<file path="config.mk">
export PLATFORM = sky130hd
export DESIGN_NAME = tqls_ram
export DESIGN_NICKNAME = d
export VERILOG_FILES = /design/src/rtl/tqls_ram.sv
export SDC_FILE = /design/constraint.sdc
export NUM_CORES = 2
export LEC_CHECK = 0
export ABC_AREA = 1
export BUFFER_PORTS_ARGS = -buffer_cell sky130_fd_sc_hd__buf_2
export CAP_MARGIN = 10
export CORE_UTILIZATION = 60
export DETAILED_ROUTE_END_ITERATION = 16
export PLACE_DENSITY_LB_ADDON = 0.2
export RECOVER_POWER = 50
export SLEW_MARGIN = 20
export SYNTH_ARGS = -nofsm -noshare
export SYNTH_HDL_FRONTEND = slang
export SYNTH_SLANG_ARGS = --single-unit
</file>
<file path="constraint.sdc">
create_clock -name clk -period 6.51 [get_ports clk]
set_clock_uncertainty 0.1 [all_clocks]
set_input_delay 0.651 -clock clk [delete_from_list [all_inputs] [get_ports clk]]
set_output_delay 0.651 -clock clk [all_outputs]
set_load 0.03 [all_outputs]
</file>
<file path="src/rtl/tqls_ram.sv">
`default_nettype none

module tqls_ram #(
  parameter int WIDTH = 32,
  parameter int DEPTH = 64
) (
  input  wire logic                     clk,
  input  wire logic                     we,
  input  wire logic [$clog2(DEPTH)-1:0] waddr,
  input  wire logic [WIDTH-1:0]         wdata,
  input  wire logic [$clog2(DEPTH)-1:0] raddr,
  output logic      [WIDTH-1:0]         rdata
);

  logic [WIDTH-1:0] mem [DEPTH];

  always_ff @(posedge clk) begin
    if (we) begin
      mem[waddr] <= wdata;
    end
    rdata <= mem[raddr];
  end

endmodule

`default_nettype wire

</file>
==> results.cfg <==
[clock_network]
cts_resized = 0
clock_sinks = 2080
path_clk_slew_ns = 0.06
postCtsSetupBuffers = 0
hold_buffers = 0
htree_levels = 4
cts_made_buffers = 200
root_buffer = clkbuf_16
insertion_delay_ns = 0.84
clk_path_buf_depth = 3
cts_tree = done

[layout]
drive_gt1_share_pct = 7.46
fillers = 9724
nNetsFinal = 6786
fin_util_pct = 66.8
area_growth_syn_to_layout_pct = 9.94
seqCellArea_mm2 = 0.0621
multi_input_comb_area_mm2 = 0.0188

[synthesis]
synth_top_cells_by_count = 2,248 x nand2_1, 2,048 x edfxtp_1, 1,907 x nand3_1
synth_edf_count = 2048
ys_seq_elements = 2080
netlist_area_mm2 = 0.0827
synth_largest_area_cell = edfxtp_1
yosysWarnings = 0
avgSynthCellArea_um2 = 12.2
yosysSeqAreaShare_pct = 75.1
synthTopCellsByArea = edfxtp_1 74%, nand3_1 12%, nand2_1 10%
ys.flop_type = edfxtp_1
synth_top_area_share_pct = 74.3
synth_most_common_cell = nand2_1
syn_nets = 6815
synthArstFlopShare_pct = 0
syn_inst = 6769
synth.distinct_cells = 16

[worst_setup_path]
crit_path_max_fanout = 64
required_ns = 6.46
reg2reg_from = mem[45][8]
path_cells = buf_2, clkbuf_1
crit_start = wdata[13]
cp-start-kind = input port
cp_num_buf_inv = 2
slowest_stage = clkbuf_1
crit_arrival_ns = 3.61
crit_family = buffers and inverters
end_kind = flop
worstSetupPathType = input port to flop
slowest_delay_ns = 2.74

[sta]
period_minus_slack_ns = 3.66
setup_violations = 0
fin_tns_setup_ns = 0
slew_headroom_pct = -166
fin_hold_ws_ns = 0.411
finalCritPeriodShare_pct = 56.2
fmax_mhz = 273
final_max_slew_viol_count = 2147
report.final.hold_viol_count = 0
worstMarginPinSlew_ns = 3.99
grt_setup_unrepaired = false

[die]
num_io_pins = 78
dieArea_mm2 = 0.139
start_util_pct = 60.8
fp.dieH_um = 373
rows = 135
die_width_um = 373
core_area_mm2 = 0.136

[route]
viasPerCell = 6.29
firstDrtPassIters = 8
drc = 0
route.vias.total = 54680
drt_iter0_drc = 8553
drt-total-wl_um = 232000
postRouteAntennaNets = 0
wl_per_cell_um = 26.7

[power]
p_leak_nw = 31.9
p_per_area_mw_per_mm2 = 303
ir_drop_uv = 232

[placement]
numPortBuffers = 77
place.gp.congestion = 0.874
dpl.hpwl_um = 114000

[global_routing]
grt.total_usage_pct = 33.1
grt_pass1_wl_um = 337000
grt_pass1_vias = 51267
grt_max_degree = 175
antenna_found_initial = 14
grt_overflow = 0

[worst_hold_path]
min_from = raddr[5]
hold_path_class = input port to flop

[run_status]
outcome = finished with violations
violations = capacitance limit, slew limit

[flow_run]
cap_viol_max_count = 34
tightest hold or removal path, cell delays in order:
cell	delay (ns)
buf_2	0.10
buf_4	0.33
nand2_1	0.16
nand2_1	0.05
final timing paths:
kind	slack (ns)	cells after the start	endpoint
max	2.85	2	mem[15][13]
min	0.41	4	rdata[30]
max reg2reg	4.56	8	rdata[8]
min reg2reg	0.70	8	rdata[30]
report_power, final:
group	internal [mW]	switching (mW)	total [mW]
Sequential	14.9	0.0653	14.9
Combinational	0.380	1.37	1.75
Clock	6.00	4.90	10.9
Total	21.2	6.33	27.6
stage by stage:
step                instance area, um^2  setup WS, ns  std cells  total power, mW
global route                      90900          2.87       8688             28.3
floorplan                         82700          1.63       6769             16.1
finish                            91000          2.85       8695             27.6
global placement                  85000          2.54       8319             16.9
detailed placement                85000          2.49       8319             16.9
CTS                               91100          3.37       8687             27.6
metal layers:
metal / up-vias / track usage [%] / wire [um]
met4: 10 / 11.4 / 7790
met5: - / 0 / 50
met2: 3431 / 50.3 / 105000
met3: 441 / 7.09 / 30000
li1: 24073 / - / -
met1: 26725 / 48.1 / 89500
final cells by class:
cell class | count | area share, %
flip-flops and latches | 2080 | 68.3
multi-input cells | 4228 | 20.6
clock buffers | 266 | 5.91
well taps | 1781 | 2.45
repair buffers | 218 | 1.79
clock inverters | 102 | 0.802
inverters | 12 | 0.0922
diodes | 8 | 0.0220
cells in the final DEF, fill, tap and decap left out, types with 2 or more instances in the layout:
| master | n |
|---|---|
| nor2_4 | 55 |
| diode_2 | 8 |
| clkbuf_16 | 203 |
| nand2_1 | 2248 |
| dfxtp_1 | 32 |
| nand4_1 | 9 |
| buf_8 | 3 |
| clkbuf_8 | 6 |
| inv_16 | 4 |
| clkinvlp_4 | 5 |
| inv_6 | 6 |
| nor4_2 | 7 |
| clkinv_1 | 47 |
| clkinv_8 | 2 |
| clkinv_2 | 32 |
| clkbuf_1 | 92 |
| inv_2 | 2 |
| inv_1 | 6 |
| buf_12 | 22 |
| bufinv_16 | 5 |
| nand3_1 | 1907 |
| buf_2 | 71 |
| buf_4 | 86 |
| inv_8 | 3 |
| clkinv_16 | 2 |
| edfxtp_1 | 2048 |
cells by family (layout without fill, tap and decap cells):
family                 Yosys count  in the layout  synth area share, %
flip-flops                    2080           2080                 75.1
buffers and inverters          461            598                 2.78
AND/OR/NAND/NOR               4228           4228                 22.1
other                            0              8                    0
state kept, by name (all words and copies together), names as in the netlist:
signal	count
rdata	32
mem	2048
No activity file was read; power rests on OpenSTA's default activity.
